===== config.mk =====
export PLATFORM = sky130hd
export DESIGN_NAME = x86ia_out_stage
export DESIGN_NICKNAME = d
export VERILOG_FILES = /design/src/hdl/x86ia_pkg.sv /design/src/hdl/x86ia_top_placeholder_never.sv
export SDC_FILE = /design/constraint.sdc
export NUM_CORES = 1
export LEC_CHECK = 0
export BUFFER_PORTS_ARGS = -buffer_cell sky130_fd_sc_hd__buf_2
export CORE_AREA = 8 8 192 194
export DETAILED_ROUTE_END_ITERATION = 10
export DIE_AREA = 0 0 200 202
export PLACE_DENSITY_LB_ADDON = 0.12
export SLEW_MARGIN = 20
export SYNTH_ARGS = -nofsm -noshare
export SYNTH_HDL_FRONTEND = slang
export SYNTH_SLANG_ARGS = --single-unit

===== constraint.sdc =====
create_clock -name vclk -period 5.31
set_input_delay 1.062 -clock vclk [all_inputs]
set_output_delay 1.062 -clock vclk [all_outputs]
set_load 0.005 [all_outputs]

===== src/hdl/x86ia_pkg.sv =====
`timescale 1ns / 1ps
// ----------------------------------------------------------------------------
// x86ia_pkg
// Shared types, mode codes and helpers of the x86 integer arithmetic unit.
// ----------------------------------------------------------------------------
package x86ia_pkg;

	localparam logic [3:0] MODE_ADD   = 4'd0;
	localparam logic [3:0] MODE_SUB   = 4'd1;
	localparam logic [3:0] MODE_CMP   = 4'd2;
	localparam logic [3:0] MODE_INC   = 4'd3;
	localparam logic [3:0] MODE_DEC   = 4'd4;
	localparam logic [3:0] MODE_NEG   = 4'd5;
	localparam logic [3:0] MODE_ADC   = 4'd6;
	localparam logic [3:0] MODE_SBB   = 4'd7;
	localparam logic [3:0] MODE_MUL   = 4'd8;
	localparam logic [3:0] MODE_IMUL1 = 4'd9;
	localparam logic [3:0] MODE_IMUL2 = 4'd10;
	localparam logic [3:0] MODE_DIV   = 4'd11;
	localparam logic [3:0] MODE_IDIV  = 4'd12;

	localparam logic [1:0] SIZE_BYTE = 2'd0;
	localparam logic [1:0] SIZE_WORD = 2'd1;

	localparam logic [3:0] FMASK_ALL    = 4'hF;
	localparam logic [3:0] FMASK_NO_CF  = 4'hE;
	localparam logic [3:0] FMASK_NONE   = 4'h0;

	localparam int DIV_STEPS  = 4;
	localparam int DIV_STAGES = 8;

	typedef struct packed {
		logic [3:0]  mode;
		logic [1:0]  size;
		logic [31:0] operand_a;
		logic [31:0] operand_b;
		logic        carry_in;
		logic [31:0] acc_low_in;
		logic [31:0] acc_high_in;
	} cmd_t;

	typedef struct packed {
		logic [31:0] result;
		logic        result_write;
		logic [31:0] acc_low_out;
		logic [31:0] acc_high_out;
		logic        carry_flag;
		logic        overflow_flag;
		logic        zero_flag;
		logic        sign_flag;
		logic [3:0]  flag_write_mask;
		logic        divide_error;
	} rsp_t;

	typedef struct packed {
		logic [3:0]  mode;
		logic [1:0]  size;
		logic [31:0] a;
		logic [31:0] b;
		logic [31:0] lo;
		logic [31:0] hi;
		logic [31:0] r;
		logic        wr;
		logic        cf;
		logic        of;
		logic        zf;
		logic        sf;
		logic [3:0]  fmask;
		logic        neg_n;
		logic        neg_d;
		logic [63:0] nmag;
		logic [31:0] dmag;
		logic        derr;
		logic [63:0] prod;
		logic [31:0] rem;
		logic [31:0] quo;
	} pipe_t;

	function automatic logic [31:0] size_mask(input logic [1:0] size);
		unique case (size)
			SIZE_BYTE: size_mask = 32'h0000_00FF;
			SIZE_WORD: size_mask = 32'h0000_FFFF;
			default:   size_mask = 32'hFFFF_FFFF;
		endcase
	endfunction

	function automatic logic [31:0] msb_val(input logic [1:0] size);
		unique case (size)
			SIZE_BYTE: msb_val = 32'h0000_0080;
			SIZE_WORD: msb_val = 32'h0000_8000;
			default:   msb_val = 32'h8000_0000;
		endcase
	endfunction

	function automatic logic msb_of(input logic [31:0] v, input logic [1:0] size);
		msb_of = |(v & msb_val(size));
	endfunction

	function automatic logic [31:0] sext32(input logic [31:0] v, input logic [1:0] size);
		sext32 = msb_of(v, size) ? (v | ~size_mask(size)) : (v & size_mask(size));
	endfunction

endpackage


===== src/hdl/x86ia_top_placeholder_never.sv =====
`timescale 1ns / 1ps
// ----------------------------------------------------------------------------
// x86ia_out_stage
// Final stage: divide sign fix and range check, accumulator and result assembly.
// ----------------------------------------------------------------------------
module x86ia_out_stage (
	input  x86ia_pkg::pipe_t i_word,
	output x86ia_pkg::rsp_t  o_word
);

	always_comb begin
		logic [31:0] mask;
		logic [31:0] msbv;
		logic [31:0] qs;
		logic [31:0] rs;
		logic [31:0] lo;
		logic [31:0] hi;
		logic [31:0] r;
		logic        bad;
		logic        derr;
		mask = x86ia_pkg::size_mask(i_word.size);
		msbv = x86ia_pkg::msb_val(i_word.size);
		lo = i_word.lo;
		hi = i_word.hi;
		r = i_word.r;
		if (i_word.neg_n != i_word.neg_d) begin
			bad = i_word.quo > msbv;
		end else begin
			bad = i_word.quo > (msbv - 32'd1);
		end
		derr = i_word.derr | ((i_word.mode == x86ia_pkg::MODE_IDIV) & bad);
		qs = ((i_word.neg_n != i_word.neg_d) ? (32'd0 - i_word.quo) : i_word.quo) & mask;
		rs = (i_word.neg_n ? (32'd0 - i_word.rem) : i_word.rem) & mask;
		unique case (i_word.mode)
			x86ia_pkg::MODE_MUL, x86ia_pkg::MODE_IMUL1: begin
				if (i_word.size == x86ia_pkg::SIZE_BYTE) begin
					lo = {i_word.lo[31:16], i_word.prod[15:0]};
				end else if (i_word.size == x86ia_pkg::SIZE_WORD) begin
					lo = {i_word.lo[31:16], i_word.prod[15:0]};
					hi = {i_word.hi[31:16], i_word.prod[31:16]};
				end else begin
					lo = i_word.prod[31:0];
					hi = i_word.prod[63:32];
				end
			end
			x86ia_pkg::MODE_IMUL2: begin
				r = i_word.prod[31:0] & mask;
			end
			x86ia_pkg::MODE_DIV, x86ia_pkg::MODE_IDIV: begin
				if (!derr) begin
					if (i_word.size == x86ia_pkg::SIZE_BYTE) begin
						lo = {i_word.lo[31:16], rs[7:0], qs[7:0]};
					end else if (i_word.size == x86ia_pkg::SIZE_WORD) begin
						lo = {i_word.lo[31:16], qs[15:0]};
						hi = {i_word.hi[31:16], rs[15:0]};
					end else begin
						lo = qs;
						hi = rs;
					end
				end
			end
			default: begin
			end
		endcase
		o_word.result = i_word.wr ? r : 32'd0;
		o_word.result_write = i_word.wr;
		o_word.acc_low_out = lo;
		o_word.acc_high_out = hi;
		o_word.carry_flag = i_word.cf;
		o_word.overflow_flag = i_word.of;
		o_word.zero_flag = i_word.zf;
		o_word.sign_flag = i_word.sf;
		o_word.flag_write_mask = i_word.fmask;
		o_word.divide_error = derr;
	end

endmodule


==> results_dict.tcl <==
set metrics [dict create \
    setup_viol 0 \
    core_area_sq_um 33900 \
    crit_chain "buf_2 > inv_4 > ha_1 > nand4_1 > nor4_2 > buf_4 > a31oi_1 > a211o_2 > buf_12 > buf_4 > o311ai_1 > buf_2" \
    layoutNonFillerInstCount 1418 \
    cap_viol_max_count 0 \
    grt_pass1_vias 6555 \
    p_leak_nw 2.87 \
    fin_util_pct 18.9 \
    crit_slowest_cell "a211o_2" \
    routed_wl_um 33000 \
    n_clock_buffer 0 \
    synthTopCellsByArea "nand2_1 (8.0%), xor2_1 (7.8%), nand3_1 (7.8%)" \
    peakVddDrop_uv 17.9 \
    grt_pass1_wl_um 46100 \
    fp.dieH_um 202 \
    yosysTopAreaCellShare_pct 8.03 \
    crit_fanout 40 \
    multiInputGateArea_sq_um 3920 \
    antenna_found_initial 7 \
    slew_violations 0 \
    post-route-min-period_ns 5.04 \
    cts_hold_buf 0 \
    yosys.area.top_type "nand2_1" \
    syn_area_sq_um 4250 \
    cp.required_ns 4.25 \
    place_area_sq_um 6390 \
    die_area_sq_um 40400 \
    start_util_pct 12.5 \
    seq_cell_count 0 \
    track_usage_pct 15.2 \
    gp_congestion 0.755 \
    syn_avg_cell_area_sq_um 6.31 \
    slew_headroom_pct 54.1 \
    busiest_layer "met2" \
    drtIter0Drc 408 \
    outcome "completed" \
    synth_cells 674 \
    finalCritPeriodShare_pct 95.0 \
    crit_path_end_kind "primary output" \
    grt_use_met3_pct 4.59 \
    nets 1387 \
    cts_setup_buffers 0 \
    final.setup.worst_slack_ns 0.268 \
    hold_viol_final 0 \
    synth_fp_nets 1098 \
    syn_to_final_growth_pct 50.5 \
    grt_setup_unrepaired "no" \
    criticalPathCategory "in -> out" \
    synth-warning-count 0 \
    rows 68 \
    avgViaCountPerCell 4.52 \
    cp_data_arrival_time_ns 3.98 \
    synthDistinctLibCells 65 \
    power.density_nw_per_um2 84.2 \
    drtAntennaViolNets 0 \
    ys_seq_area_share_pct 0 \
    io_buffers 332 \
    place_ws_ns 0.0159 \
    wl_per_cell_um 23.3 \
    ios 508 \
    design_area_sq_um 6400 \
    hold_path.class "in -> out" \
    regArea_sq_um 0 \
    vias 6412 \
    cts-resized-gates 0 \
    critPathMaxStageDelay_ns 0.49 \
    dp_cells 1416 \
    overflow 0 \
    drive_above_1_share_pct 39.9 \
    dr.pass1.iters 5 \
    synth_commonest_cells "nand2_1 (91), nand3_1 (66), clkbuf_1 (42), a21oi_1 (41), xor2_1 (38)" \
    synth.most_common_cell "nand2_1" \
    total_power_uw 539 \
    fillerInstances 3997 \
    grt_util_met1_pct 20.7 \
    fmax_mhz 198 \
    dpl.hpwl_um 28500 \
    worst_pin_slew_ns 0.688 \
    grt_max_degree 56 \
    drc 0 \
    met2_usage_pct 24.3 \
    die-width_um 200 \
    cp-start-kind "input port" \
]
==> critical path, delay by kind of cell <==
kind	cells	cell delay, ns
AOI/OAI and AO/OA	3	0.94
adders and majority gates	1	0.33
buffers and inverters	6	1.06
and+or+nand+nor	2	0.55
==> routing by layer <==
layer,part of all wire (%),wire length [um],up-vias
li1,-,-,3104
met1,46,15100,3048
met2,44,14700,234
met3,9.3,3060,18
met4,0.58,191,8
met5,0.12,41,-
==> final timing paths <==
check,from,cells after the start,end
worst max-delay path,i_word[397],12,o_word[13]
worst min-delay path,i_word[228],0,o_word[2]
==> cell type report <==
type / instances / area share, %
Multi-Input combinational cell: 592 / 61.2
Timing Repair Buffer: 354 / 28.9
Tap cell: 455 / 8.89
Inverter: 15 / 0.919
Antenna cell: 2 / 0.0782
==> cells by family (layout without fill, tap and decap cells) <==
kind of cell    count (synthesis)  count (layout)  synth area share (%)
xor+xnor                       63              63                  13.0
fa+ha+maj                      22              22                  6.47
other cells                     1               3                0.0882
mux                             1               1                 0.235
buf+inv                        82             369                  8.68
simple gates                  274             274                  32.7
compound gates                231             231                  38.8
==> stage by stage <==
stage | TNS [ns] | hold WS [ns]
after floorplan | 0 | 2.20
after global placement | -0.00147 | 2.12
after detailed placement | 0 | 2.12
after CTS | 0 | 2.12
after global routing | 0 | 2.12
final | 0 | 2.12
==> placed cells by master (no fill, tap or decap), types with 20 or more instances in the layout <==
cell type and n:
a21boi_0 33, a21oi_1 41, a31oi_1 23, buf_2 332
buf_4 20, ha_1 22, nand2_1 90, nand3_1 66
nor2_1 33, o211ai_1 25, o21ai_0 20, xnor2_1 25
xor2_1 38
==> where the power goes <==
group          internal (mW)    total (mW)  switching [mW]
Clock           0.0000000504  0.0000000504               0
Sequential                 0             0               0
Combinational          0.228         0.539           0.311
Power figures use the tool's default switching activity.
