--- config.mk ---
export PLATFORM = sky130hd
export DESIGN_NAME = x86ia_div_steps
export DESIGN_NICKNAME = d
export VERILOG_FILES = /design/src/hdl/x86ia_pkg.sv /design/src/hdl/x86ia_div_steps.sv
export SDC_FILE = /design/constraint.sdc
export NUM_CORES = 1
export LEC_CHECK = 0
export BUFFER_PORTS_ARGS = -buffer_cell sky130_fd_sc_hd__buf_2
export CAP_MARGIN = 20
export CORE_AREA = 2 2 317 319
export DETAILED_ROUTE_END_ITERATION = 7
export DIE_AREA = 0 0 319 321
export GPL_ROUTABILITY_DRIVEN = 0
export MAX_ROUTING_LAYER = met4
export SYNTH_ARGS = -nofsm -noshare
export SYNTH_HDL_FRONTEND = slang
export SYNTH_SLANG_ARGS = --single-unit
--- constraint.sdc ---
create_clock -name vclk -period 14.7
set_clock_uncertainty 0.05 [all_clocks]
set_input_delay 0.735 -clock vclk [all_inputs]
set_output_delay 0.735 -clock vclk [all_outputs]
set_load 0.01 [all_outputs]
--- src/hdl/x86ia_pkg.sv ---
`timescale 1ns / 1ps
// ----------------------------------------------------------------------------
// x86ia_pkg
// Shared types, mode codes and helpers of the x86 integer arithmetic unit.
// ----------------------------------------------------------------------------
package x86ia_pkg;

	localparam logic [3:0] MODE_ADD   = 4'd0;
	localparam logic [3:0] MODE_SUB   = 4'd1;
	localparam logic [3:0] MODE_CMP   = 4'd2;
	localparam logic [3:0] MODE_INC   = 4'd3;
	localparam logic [3:0] MODE_DEC   = 4'd4;
	localparam logic [3:0] MODE_NEG   = 4'd5;
	localparam logic [3:0] MODE_ADC   = 4'd6;
	localparam logic [3:0] MODE_SBB   = 4'd7;
	localparam logic [3:0] MODE_MUL   = 4'd8;
	localparam logic [3:0] MODE_IMUL1 = 4'd9;
	localparam logic [3:0] MODE_IMUL2 = 4'd10;
	localparam logic [3:0] MODE_DIV   = 4'd11;
	localparam logic [3:0] MODE_IDIV  = 4'd12;

	localparam logic [1:0] SIZE_BYTE = 2'd0;
	localparam logic [1:0] SIZE_WORD = 2'd1;

	localparam logic [3:0] FMASK_ALL    = 4'hF;
	localparam logic [3:0] FMASK_NO_CF  = 4'hE;
	localparam logic [3:0] FMASK_NONE   = 4'h0;

	localparam int DIV_STEPS  = 4;
	localparam int DIV_STAGES = 8;

	typedef struct packed {
		logic [3:0]  mode;
		logic [1:0]  size;
		logic [31:0] operand_a;
		logic [31:0] operand_b;
		logic        carry_in;
		logic [31:0] acc_low_in;
		logic [31:0] acc_high_in;
	} cmd_t;

	typedef struct packed {
		logic [31:0] result;
		logic        result_write;
		logic [31:0] acc_low_out;
		logic [31:0] acc_high_out;
		logic        carry_flag;
		logic        overflow_flag;
		logic        zero_flag;
		logic        sign_flag;
		logic [3:0]  flag_write_mask;
		logic        divide_error;
	} rsp_t;

	typedef struct packed {
		logic [3:0]  mode;
		logic [1:0]  size;
		logic [31:0] a;
		logic [31:0] b;
		logic [31:0] lo;
		logic [31:0] hi;
		logic [31:0] r;
		logic        wr;
		logic        cf;
		logic        of;
		logic        zf;
		logic        sf;
		logic [3:0]  fmask;
		logic        neg_n;
		logic        neg_d;
		logic [63:0] nmag;
		logic [31:0] dmag;
		logic        derr;
		logic [63:0] prod;
		logic [31:0] rem;
		logic [31:0] quo;
	} pipe_t;

	function automatic logic [31:0] size_mask(input logic [1:0] size);
		unique case (size)
			SIZE_BYTE: size_mask = 32'h0000_00FF;
			SIZE_WORD: size_mask = 32'h0000_FFFF;
			default:   size_mask = 32'hFFFF_FFFF;
		endcase
	endfunction

	function automatic logic [31:0] msb_val(input logic [1:0] size);
		unique case (size)
			SIZE_BYTE: msb_val = 32'h0000_0080;
			SIZE_WORD: msb_val = 32'h0000_8000;
			default:   msb_val = 32'h8000_0000;
		endcase
	endfunction

	function automatic logic msb_of(input logic [31:0] v, input logic [1:0] size);
		msb_of = |(v & msb_val(size));
	endfunction

	function automatic logic [31:0] sext32(input logic [31:0] v, input logic [1:0] size);
		sext32 = msb_of(v, size) ? (v | ~size_mask(size)) : (v & size_mask(size));
	endfunction

endpackage

--- src/hdl/x86ia_div_steps.sv ---
`timescale 1ns / 1ps
// ----------------------------------------------------------------------------
// x86ia_div_steps
// DIV_STEPS restoring division steps on the partial remainder and quotient.
// ----------------------------------------------------------------------------
module x86ia_div_steps (
	input  x86ia_pkg::pipe_t i_word,
	output x86ia_pkg::pipe_t o_word
);

	always_comb begin
		logic [32:0] t;
		logic [31:0] rem;
		logic [31:0] quo;
		rem = i_word.rem;
		quo = i_word.quo;
		for (int k = 0; k < x86ia_pkg::DIV_STEPS; k++) begin
			t = {rem, quo[31]};
			quo = {quo[30:0], 1'b0};
			if (t >= {1'b0, i_word.dmag}) begin
				t = t - {1'b0, i_word.dmag};
				quo[0] = 1'b1;
			end
			rem = t[31:0];
		end
		o_word = i_word;
		o_word.rem = rem;
		o_word.quo = quo;
	end

endmodule

==> results of run 1 <==
-- Yosys cell counts (all sizes together), types with 5 or more instances --
| master | number |
|---|---|
| nand3 | 31 |
| mux2i | 19 |
| o21a | 20 |
| or2 | 5 |
| o21ai | 75 |
| nand2 | 76 |
| o21bai | 16 |
| clkbuf | 16 |
| nor4 | 7 |
| a31oi | 13 |
| nor2 | 67 |
| a21oi | 118 |
| nand4 | 22 |
| buf | 379 |
| nor3 | 25 |
| or3 | 7 |
| o211ai | 13 |
| inv | 84 |
| nor2b | 13 |
| o31a | 5 |
| xnor2 | 75 |
| a311oi | 7 |
| a211oi | 11 |
| nand2b | 17 |
| ha | 128 |
| a21o | 37 |
| mux2 | 93 |
| a2111oi | 6 |
| xor2 | 34 |
| o31ai | 5 |
| and2 | 7 |
-- metrics by stage --
step / cells / cell area, µm² / util, %
global route: 2554 / 10700 / 10.8
floorplan: 1487 / 11200 / -
CTS: 2538 / 10600 / 10.7
global placement: 2538 / 10600 / 10.7
finish: 2556 / 10700 / 10.8
detailed placement: 2538 / 10600 / 10.7
-- logic make-up (layout without fill, tap and decap cells) --
logic type	after synthesis	in the layout	synth area share, %
buf+inv	479	240	29.2
xor+xnor	109	109	8.56
simple gates	292	292	12.8
compound gates	363	363	21.5
mux	112	112	12.9
fa+ha+maj	132	132	15.1
other cells	0	10	0
-- worst max path at each step --
stage,start,to,cells after the start,slack [ns]
after global routing,i_word[130],o_word[44],51,0.03
after global placement,i_word[130],o_word[44],48,0.63
after CTS,i_word[130],o_word[44],48,0.42
final,i_word[130],o_word[52],52,0.76
after detailed placement,i_word[130],o_word[44],48,0.45
after floorplan,i_word[130],o_word[56],50,2.48
-- per-layer routing --
layer	track usage [%]	wire length [µm]
met1	12.1	22200
met2	14.0	21100
met3	4.20	6170
met4	3.51	2380
met5	-	0
-- area by class of cell --
cell class / instances / area [µm²]
inverters: 84 / 315
diodes: 10 / 25.0
well taps: 1298 / 1620
repair buffers: 156 / 881
fillers: 11600 / 88500
multi-input cells: 1008 / 7900
-- worst max-delay path, delay by kind of cell --
| family | cells | cell delay [ns] |
|---|---|---|
| compound gates | 28 | 6.84 |
| mux | 5 | 1.38 |
| buf+inv | 11 | 1.99 |
| fa+ha+maj | 4 | 1.35 |
| simple gates | 4 | 0.79 |
-- timing repair --
item | 4_1_cts | 5_1_grt
hold buffers | 0 | 0
buffers inserted | 0 | 8
endpoints found under the setup margin | 0 | 31
hold endpoints to repair | 0 | 0
-- power by group --
part,total [mW],switching [mW],internal (mW)
combinational,4.02,2.21,1.81
sequential,0,0,0
clock,0.0000000885,0,0.0000000884
==> results.md, run 1 <==
Layout:
- The most frequent standard cell in the layout excluding fill and tap cells is sky130_fd_sc_hd__buf_2.
- In the layout the commonest cells are sky130_fd_sc_hd__buf_2, sky130_fd_sc_hd__ha_1, sky130_fd_sc_hd__a21oi_1.
- Across the whole layout, storage elements account for 0 µm².
- The number of clock buffers in the layout is 0.
- The area growth from synthesis to layout is -3.69%.
- After the last flow step, the layout net total stands at 1784.
- The post-route netlist has 22.2% of its cells at a drive strength greater than 1.
- Sequential cells placed in the final layout were counted as 0.

Drt:
- The post-detailed-route count of antenna-violating nets is 0.
- Using the TritonRoute via totals, the vias-per-cell ratio works out to 3.81.
- The total wirelength of the detailed-routed design is 51900 µm.
- In the final routed layout, each cell accounts on average for 20.3 µm.
- Detailed routing inserted a total of 9739 vias.
- After the first detailed-routing iteration, the DRC count stood at 585.
- The first TritonRoute pass finished after 5 iterations.
- The number of design rule violations left after detail routing is 0.

Worst setup path:
- The largest single stage delay on the critical path is 0.47 ns.
- Along the worst path, the maximum fanout reaches 25.
- STA classifies the critical path startpoint as a primary input.
- The endpoint required time on the critical path is 13.91 ns.
- The worst setup path is of the in -> out kind.
- STA classifies the critical path endpoint as an output port.
- STA puts the critical path data arrival time at 13.16 ns.
- For this design, the slowest cell found on the critical path is sky130_fd_sc_hd__a2111oi_2.
- The most frequent cell on the critical path is sky130_fd_sc_hd__buf_4.

Floorplan:
- Once the floorplan was initialized, standard cells occupied 11.2% of the core.
- From left edge to right edge, the die measures 319 µm.
- The total area inside the core boundary comes to 99300 µm².
- The die is 321 µm tall.
- The placement row count is 116.
- The die covers 102000 µm².
- 804 I/O pins were placed.

Place:
- The count of buffers added on input and output ports is 136.
- The wire-length estimate of the detail-placed layout is 45600 µm.
- The worst slack at placement is 0.451 ns.

Logic synthesis:
- The area share of the largest cell type after synthesis is 24.6%.
- The mapped netlist covers 11200 µm².
- The number of nets in the synthesized netlist is 2021.
- The number of instances in the synthesized netlist is 1487.
- In this run the mean area of a mapped cell was 7.50 µm².
- The cell type with the highest aggregate area in the netlist is sky130_fd_sc_hd__buf_4.
- In the post-synthesis netlist, the biggest area contributors are sky130_fd_sc_hd__buf_4, sky130_fd_sc_hd__ha_1, sky130_fd_sc_hd__mux2_4.
- After synthesis, the netlist uses 77 different library cells.
- Of the synthesized area, sequential elements account for 0%.
- The warning count from the yosys run is 0.

STA:
- Across all setup checks in the final design, the least slack found is 0.758 ns.
- In this run the tightest slew margin relative to its limit is 52.6%.
- The final count of hold timing violations is 0.
- The worst-margin pin slew is 0.706 ns.
- The setup total negative slack is 0 ns.
- Setup violations remaining at the end of the flow were counted as 0.
- Setup repair after global routing left no endpoint under its margin.
- The number of slew-limit violations in the final report is 0.
- The maximum operating frequency is 71.7 MHz.
- The tightest hold path in the finished design has a slack of 1.42 ns.
- The final period demand of the worst path is 13.94 ns.
- After layout, the worst path uses 94.8% of the clock period.

GRT:
- The via count of the first global-routing pass is 9031.
- The initial antenna violation count is 24.
- The wire length of the first global-routing pass is 69800 µm.
- The total track usage is 9.76%.
- For this run the aggregate overflow at the end of global routing stands at 0.
- The maximum number of pins on one net before global-route repair is 26.

Power:
- The total power divided by cell area is 374 nW/µm².
- For this design the static power due to leakage is 4.49 nW.
- Total power for the finished layout comes to 4.02 mW.
- The largest vdd supply drop is 0.244 mV.

Status:
- The run finished with clean final reports.

Run:
- The number of max-capacitance violations reported is 0.

Hold path:
- The type of the tightest min-delay check is in -> out.
- The start point of the worst hold path is i_word[166].
- The destination of the worst hold path is o_word[166].
- Counting instances, the worst hold path has a depth of 0.

CTS:
- The post-CTS resize count is 0.
(Power assumes the default switching activity.)
==> run 2: changes to the inputs <==
--- a/config.mk
+++ b/config.mk
@@ -12,6 +12,7 @@
 export DIE_AREA = 0 0 319 321
 export GPL_ROUTABILITY_DRIVEN = 0
 export MAX_ROUTING_LAYER = met4
+export REMOVE_ABC_BUFFERS = 1
 export SYNTH_ARGS = -nofsm -noshare
 export SYNTH_HDL_FRONTEND = slang
 export SYNTH_SLANG_ARGS = --single-unit
==> results.md, run 2 (same netlist as run 1, synthesis figures left out) <==
Worst setup path:
- The type of the worst setup path is in -> out.
- The worst setup path is captured at an output port.
- The signal arrival time at the worst endpoint is 13.31 ns.
- Tracing the worst setup path back leads to its startpoint at i_word[130].
- The largest incremental delay on the critical path is 0.69 ns.
- Along the worst path, the maximum fanout reaches 21.
- Following the worst setup path forward leads to its endpoint at o_word[34].
- The endpoint required time on the critical path is 13.91 ns.
- The startpoint type of the worst setup path is a primary input.
- The most frequent cell on the critical path is sky130_fd_sc_hd__ha_1.
- On the critical path, the stage with the largest delay is an instance of sky130_fd_sc_hd__mux2i_1.

Place:
- During placement, the flow inserted port buffers numbering 136.
- The worst slack at placement is 0.0933 ns.
- The HPWL after detailed placement is 168000 µm.
- The placed instances occupy a cell area of 10600 µm².

Drt:
- The detail route stage leaves a number of antenna-violating nets equal to 0.
- The violation count after the first detailed-routing iteration is 1026.
- After detailed routing, the number of vias per cell comes to 4.37.
- The number of design rule violations left after detail routing is 0.
- The vias after detailed routing is 11.2k.
- Before antenna repair, the detailed router went through 5 iterations.
- The average routed wire per standard cell is 68.0 µm.
- The total wirelength of the detailed-routed design is 174000 µm.

STA:
- The headroom to the max-slew limit is 48.9%.
- The final count of hold timing violations is 0.
- The minimum setup slack in the final design is 0.601 ns.
- After layout, the minimum clock period comes to 14.10 ns.
- The number of slew-limit violations in the final report was 0.
- The maximum operating frequency is 70.9 MHz.
- At the pin with the least slew margin, the transition time is 0.745 ns.
- The final clock period utilization by the worst path is 95.9%.
- Setup violations remaining at the end of the flow were counted as 0.

GRT:
- The total track usage is 33.6%.
- The first global-routing pass estimated 195000 µm of wire.
- The initial antenna violation count is 25.
- The final global-route overflow total is 0.
- Entering global routing, the biggest net connects 22 pins.
- The via count of the first global-routing pass was 9358.

Floorplan:
- The core region area is 99300 µm².
- The floorplan step set the die width to 319 µm.
- Pin placement for this block handled 804 I/O pins.
- The initial utilization of the core area, before any placement, comes to 11.2%.
- Row generation in the floorplan step produced 116 rows.
- The die covers 102000 µm².
- The die height is 321 µm.

Layout:
- From synthesis to final layout, the design area changed by -3.86%.
- The library cells used most frequently in the layout, excluding fill and tap cells, are sky130_fd_sc_hd__buf_2, sky130_fd_sc_hd__ha_1, sky130_fd_sc_hd__a21oi_1.
- The number of clock buffers in the layout is 0.
- Leaving out fill and tap cells, the most frequent cell in the layout is sky130_fd_sc_hd__buf_2.
- The total non-filler cell area in the finished layout is 10700 µm².
- At the end of the flow, the number of nets in the layout was 1783.
- The total area of sequential cells is 0 µm².
- Fill cells in the final layout number 11.7k.
- The share of cells above drive strength 1 is 22.6%.
- The design has 0 sequential cells.

CTS:
- For this design, the CTS-stage hold fixing added 0 buffers.

Run:
- Across the run, the number of max-cap violations was 0.

Status:
- The run finished with clean final reports.

Power:
- The largest vdd supply drop is 0.246 mV.
- For this design the ratio of total power to cell area is 367 nW/µm².
- The static leakage is 4.47 nW.

Hold path:
- The type of the tightest min-delay check is in -> out.
[run 2: cell types whose count changed in the layout (fill, tap and decap cells not counted), sizes merged]
cell / previous run / this run
buf: 156 / 155
clkinvlp: 0 / 1
inv: 84 / 83
[run 2: stage by stage]
| step | TNS (ns) | hold slack, ns | std cells | util (%) | power, mW |
|---|---|---|---|---|---|
| 5_1_grt | -0.000512 | 1.42 | 2551 | 10.8 | 4.20 |
| 6_report | 0 | 1.42 | 2555 | 10.8 | 3.94 |
| 2_1_floorplan | 0 | 1.42 | 1092 | - | 2.63 |
| 3_5_place_dp | 0 | 1.42 | 2543 | 10.7 | 3.89 |
| 4_1_cts | 0 | 1.42 | 2543 | 10.7 | 3.92 |
| 3_3_place_gp | 0 | 1.42 | 2543 | 10.7 | 3.91 |
[run 2: final cells by class]
type | count | area [µm²] | share of cell area (%)
inverter | 84 | 319 | 2.97
timing repair buffer | 155 | 827 | 7.71
multi-input combinational | 1008 | 7930 | 73.9
tap | 1298 | 1620 | 15.1
antenna | 10 | 25.0 | 0.233
[run 2: worst min-delay path by stage]
stage | from | endpoint | cells past startpoint
after floorplan | i_word[100] | o_word[100] | 0
after global routing | i_word[9] | o_word[13] | 0
after CTS | i_word[6] | o_word[10] | 0
final | i_word[9] | o_word[13] | 0
after detailed placement | i_word[6] | o_word[10] | 0
after global placement | i_word[6] | o_word[10] | 0
[run 2: metal layers]
layer / wire [µm] / up-vias / track usage [%] / part of all wire, %
li1: - / 4449 / - / -
met1: 29300 / 4962 / 15.7 / 17
met2: 83600 / 1606 / 56.7 / 48
met3: 48800 / 150 / 42.7 / 28
met4: 12000 / 0 / 18.0 / 6.9
met5: 0 / - / - / 0
[run 2: timing repair]
| item | 4_1_cts | 5_1_grt |
|---|---|---|
| resized for setup | 0 | 9 |
| endpoints found under the setup margin | 0 | 33 |
| buffers inserted | 0 | 2 |
[run 2: report_power, final]
group          switching (mW)  internal (mW)
sequential                  0              0
combinational            2.20           1.75
clock                       0   0.0000000656
[run 2: critical path, delay by kind of cell]
kind	cells	cell delay [ns]
AO/OA/AOI/OAI	18	4.55
adder cells (fa/ha/maj)	4	1.42
buffers and inverters	8	2.05
multiplexers	4	1.67
AND/OR/NAND/NOR	10	2.78
==> run 3: changes to the inputs <==
--- a/config.mk
+++ b/config.mk
@@ -5,13 +5,15 @@
 export SDC_FILE = /design/constraint.sdc
 export NUM_CORES = 1
 export LEC_CHECK = 0
-export BUFFER_PORTS_ARGS = -buffer_cell sky130_fd_sc_hd__buf_2
+export ABC_AREA = 1
 export CAP_MARGIN = 20
-export CORE_AREA = 2 2 317 319
+export CORE_AREA = 2 2 311 313
 export DETAILED_ROUTE_END_ITERATION = 7
-export DIE_AREA = 0 0 319 321
+export DIE_AREA = 0 0 313 315
+export DONT_BUFFER_PORTS = 1
 export GPL_ROUTABILITY_DRIVEN = 0
 export MAX_ROUTING_LAYER = met4
+export PLACE_DENSITY = 0.3
 export REMOVE_ABC_BUFFERS = 1
 export SYNTH_ARGS = -nofsm -noshare
 export SYNTH_HDL_FRONTEND = slang
==> results.md, run 3 <==
Power:
- The worst-case IR drop observed on VDD is 0.117 mV.
- The static leakage is 5.24 nW.
- The total power draw is 2.81 mW.
- The total power divided by cell area is 258 nW/µm².

Layout:
- The library cells used most frequently in the layout, excluding fill and tap cells, are sky130_fd_sc_hd__nand2_1, sky130_fd_sc_hd__inv_1, sky130_fd_sc_hd__nand3_1.
- The layout has 11.4k filler cells.
- The post-route netlist has 2.66% of its cells at a drive strength greater than 1.
- From synthesis to final layout, the design area changed by -10.2%.
- The total area of sequential cells is 0 µm².
- Cells fill 11.4% of the core in the end.
- Sequential cells placed in the final layout were counted as 0.
- The most frequent standard cell in the layout excluding fill and tap cells is sky130_fd_sc_hd__nand2_1.
- The count of nets after finishing is 2268.
- The clock buffers instantiated in the layout total 0.

Place:
- The quantity of I/O buffers inserted on ports is 0.
- After legalization and detailed placement, the total HPWL measured 178000 µm.

Floorplan:
- The initial utilization of the core area, before any placement, comes to 12.6%.
- In this run the horizontal extent of the chip is 313 µm.
- The placement row count is 114.
- In this run the standard cell core region covers 95700 µm².
- The total I/O pin count is 804.
- The die covers 98600 µm².
- The die height is 315 µm.

Drt:
- The total wirelength of the detailed-routed design is 186000 µm.
- After detailed routing, the average wire length per cell comes to 61.7 µm.
- The vias after detailed routing is 13.4k.
- Once detail routing completed, the nets flagged for antenna violations numbered 0.
- The length of the first detailed-routing pass in iterations is 6.
- Dividing the detail-routed via count by the number of cells gives 4.44.
- For this block, the initial DRC count from the detailed router was 1474.
- For this run, design rule violations remaining after detail routing come to 0.

Worst setup path:
- The worst setup path is captured at an output port.
- The endpoint required time on the critical path is 13.91 ns.
- The largest incremental delay on the critical path is 0.75 ns.
- The worst setup path is of the in -> out kind.
- STA classifies the critical path startpoint as a primary input.
- The most numerous cell type found on the critical path is sky130_fd_sc_hd__nand2_1.
- The most critical setup path has its startpoint at i_word[153].
- The cell with the largest stage delay on the worst path is sky130_fd_sc_hd__nor2_4.
- The worst-path maximum fanout is 43.
- Data arrives at the worst endpoint at 11.75 ns.

CTS:
- Post-CTS repair changed the size of 0 cells.
- The number of hold buffers added after CTS was 0.
- Once the clock tree was built, the setup fixing pass inserted 0 buffers.

Logic synthesis:
- Summing the areas of all fa, ha and maj instances in the mapped netlist gives 13.9% of the synthesized area.
- Each instance of the synthesized netlist takes up on average 5.70 µm².
- The share of the synthesized area in compound gates (AO/OA/AOI/OAI) is 13.5%.
- The most numerous cell in the Yosys netlist is sky130_fd_sc_hd__nand2_1.
- Multiplexer cells account for 0% of the synthesized area.
- The cell type with the highest aggregate area in the netlist is sky130_fd_sc_hd__buf_4.
- The dominant combinational cell family by area after synthesis is simple AND/OR/NAND/NOR gates.
- Summing the areas of all and, or, nand and nor instances in the mapped netlist gives 34.3% of the synthesized area.
- In this run, distinct cell masters in the synthesized netlist total 51.
- Sequential cells were found to cover 0% of the synthesized design area.
- The top cell type by area accounts for 23.0% of the synthesized area.
- Of the total synthesized cell area, the portion taken by XOR and XNOR cells is 7.24%.
- After synthesis, the most frequently instantiated cells are sky130_fd_sc_hd__nand2_1, sky130_fd_sc_hd__buf_4, sky130_fd_sc_hd__inv_1, sky130_fd_sc_hd__nand3_1, sky130_fd_sc_hd__nor2_1.
- The warning count from the yosys run is 0.
- The netlist area before placement is 12100 µm².
- Counting every instance in the synthesized netlist gives 2122.
- In the post-synthesis netlist, the biggest area contributors are sky130_fd_sc_hd__buf_4, sky130_fd_sc_hd__nand2_1, sky130_fd_sc_hd__ha_1.

GRT:
- Entering global routing, the biggest net connects 44 pins.
- The total track usage is 37.6%.
- The first global-routing pass estimated 213000 µm of wire.
- Global routing finished with a remaining overflow of 0.
- The initial antenna violation count is 7.
- The via count of the first global-routing pass is 11.9k.

Hold path:
- The start point of the worst hold path is i_word[133].
- The tightest min-delay check is of the in -> out type.

STA:
- The routed design could run at a clock period as short as 12.54 ns.
- The worst-margin pin slew is 0.961 ns.
- After layout, the worst path uses 85.3% of the clock period.
- The maximum operating frequency is 79.8 MHz.
- The final count of hold timing violations is 0.
- In this run the tightest slew margin relative to its limit is 35.8%.
- Setup repair after global routing left no endpoint under its margin.
- The number of endpoints failing setup at the final stage is 0.
- The number of slew-limit violations in the final report is 0.
- The setup total negative slack is 0 ns.

Run:
- The number of max-capacitance violations reported is 0.

Status:
- The run finished with clean final reports.
-- run 3: cell types whose count changed after synthesis, sizes merged, moves of 23 or more --
cell,before,now
nand3,31,153
nor2,67,142
inv,84,224
xnor2,75,43
nand2,76,613
a21o,37,12
mux2,93,0
xor2,34,57
-- run 3: final timing paths --
kind     endpoint  slack (ns)  cells after the start
max    o_word[63]        2.16                     49
min   o_word[133]        1.42                      0
-- run 3: cell type report --
| cell class | count | area (µm²) | area share [%] |
|---|---|---|---|
| timing repair buffer | 7 | 52.6 | 0.483 |
| inverter | 224 | 841 | 7.73 |
| tap | 1276 | 1600 | 14.7 |
| multi-input combinational | 1501 | 8350 | 76.8 |
| antenna | 14 | 35.0 | 0.322 |
-- run 3: critical path, delay by kind of cell --
kind	cells	cell delay, ns
adders and majority gates	4	1.56
buffers and inverters	9	1.55
and+or+nand+nor	25	4.87
AOI/OAI and AO/OA	11	2.97
-- run 3: per-layer routing --
| layer | GRT usage [%] | wire [µm] |
|---|---|---|
| met1 | 17.0 | 31600 |
| met3 | 47.1 | 50700 |
| met4 | 32.5 | 21000 |
| met2 | 58.8 | 83100 |
| met5 | - | 0 |
-- run 3: where the power goes --
group | internal [mW] | leakage [nW] | switching [mW] | total, mW
Clock | 0.000000131 | 0.0000887 | 0 | 0.000000131
Sequential | 0 | 0 | 0 | 0
Combinational | 0.857 | 5.24 | 1.95 | 2.81
Total | 0.857 | 5.24 | 1.95 | 2.81
-- run 3: kinds of logic after synthesis --
logic type,after synthesis
simple gates,982
buf+inv,621
xor+xnor,100
compound gates,287
fa+ha+maj,132
-- run 3: metrics by stage --
stage	setup WS, ns	instance area, µm²	cells	hold slack [ns]
6_report	2.16	10900	3022	1.42
5_1_grt	1.23	10900	3020	1.42
4_1_cts	2.30	10800	3008	1.42
3_5_place_dp	2.37	10800	3008	1.42
3_3_place_gp	2.21	10800	3008	1.42
2_1_floorplan	3.65	9180	1725	1.42
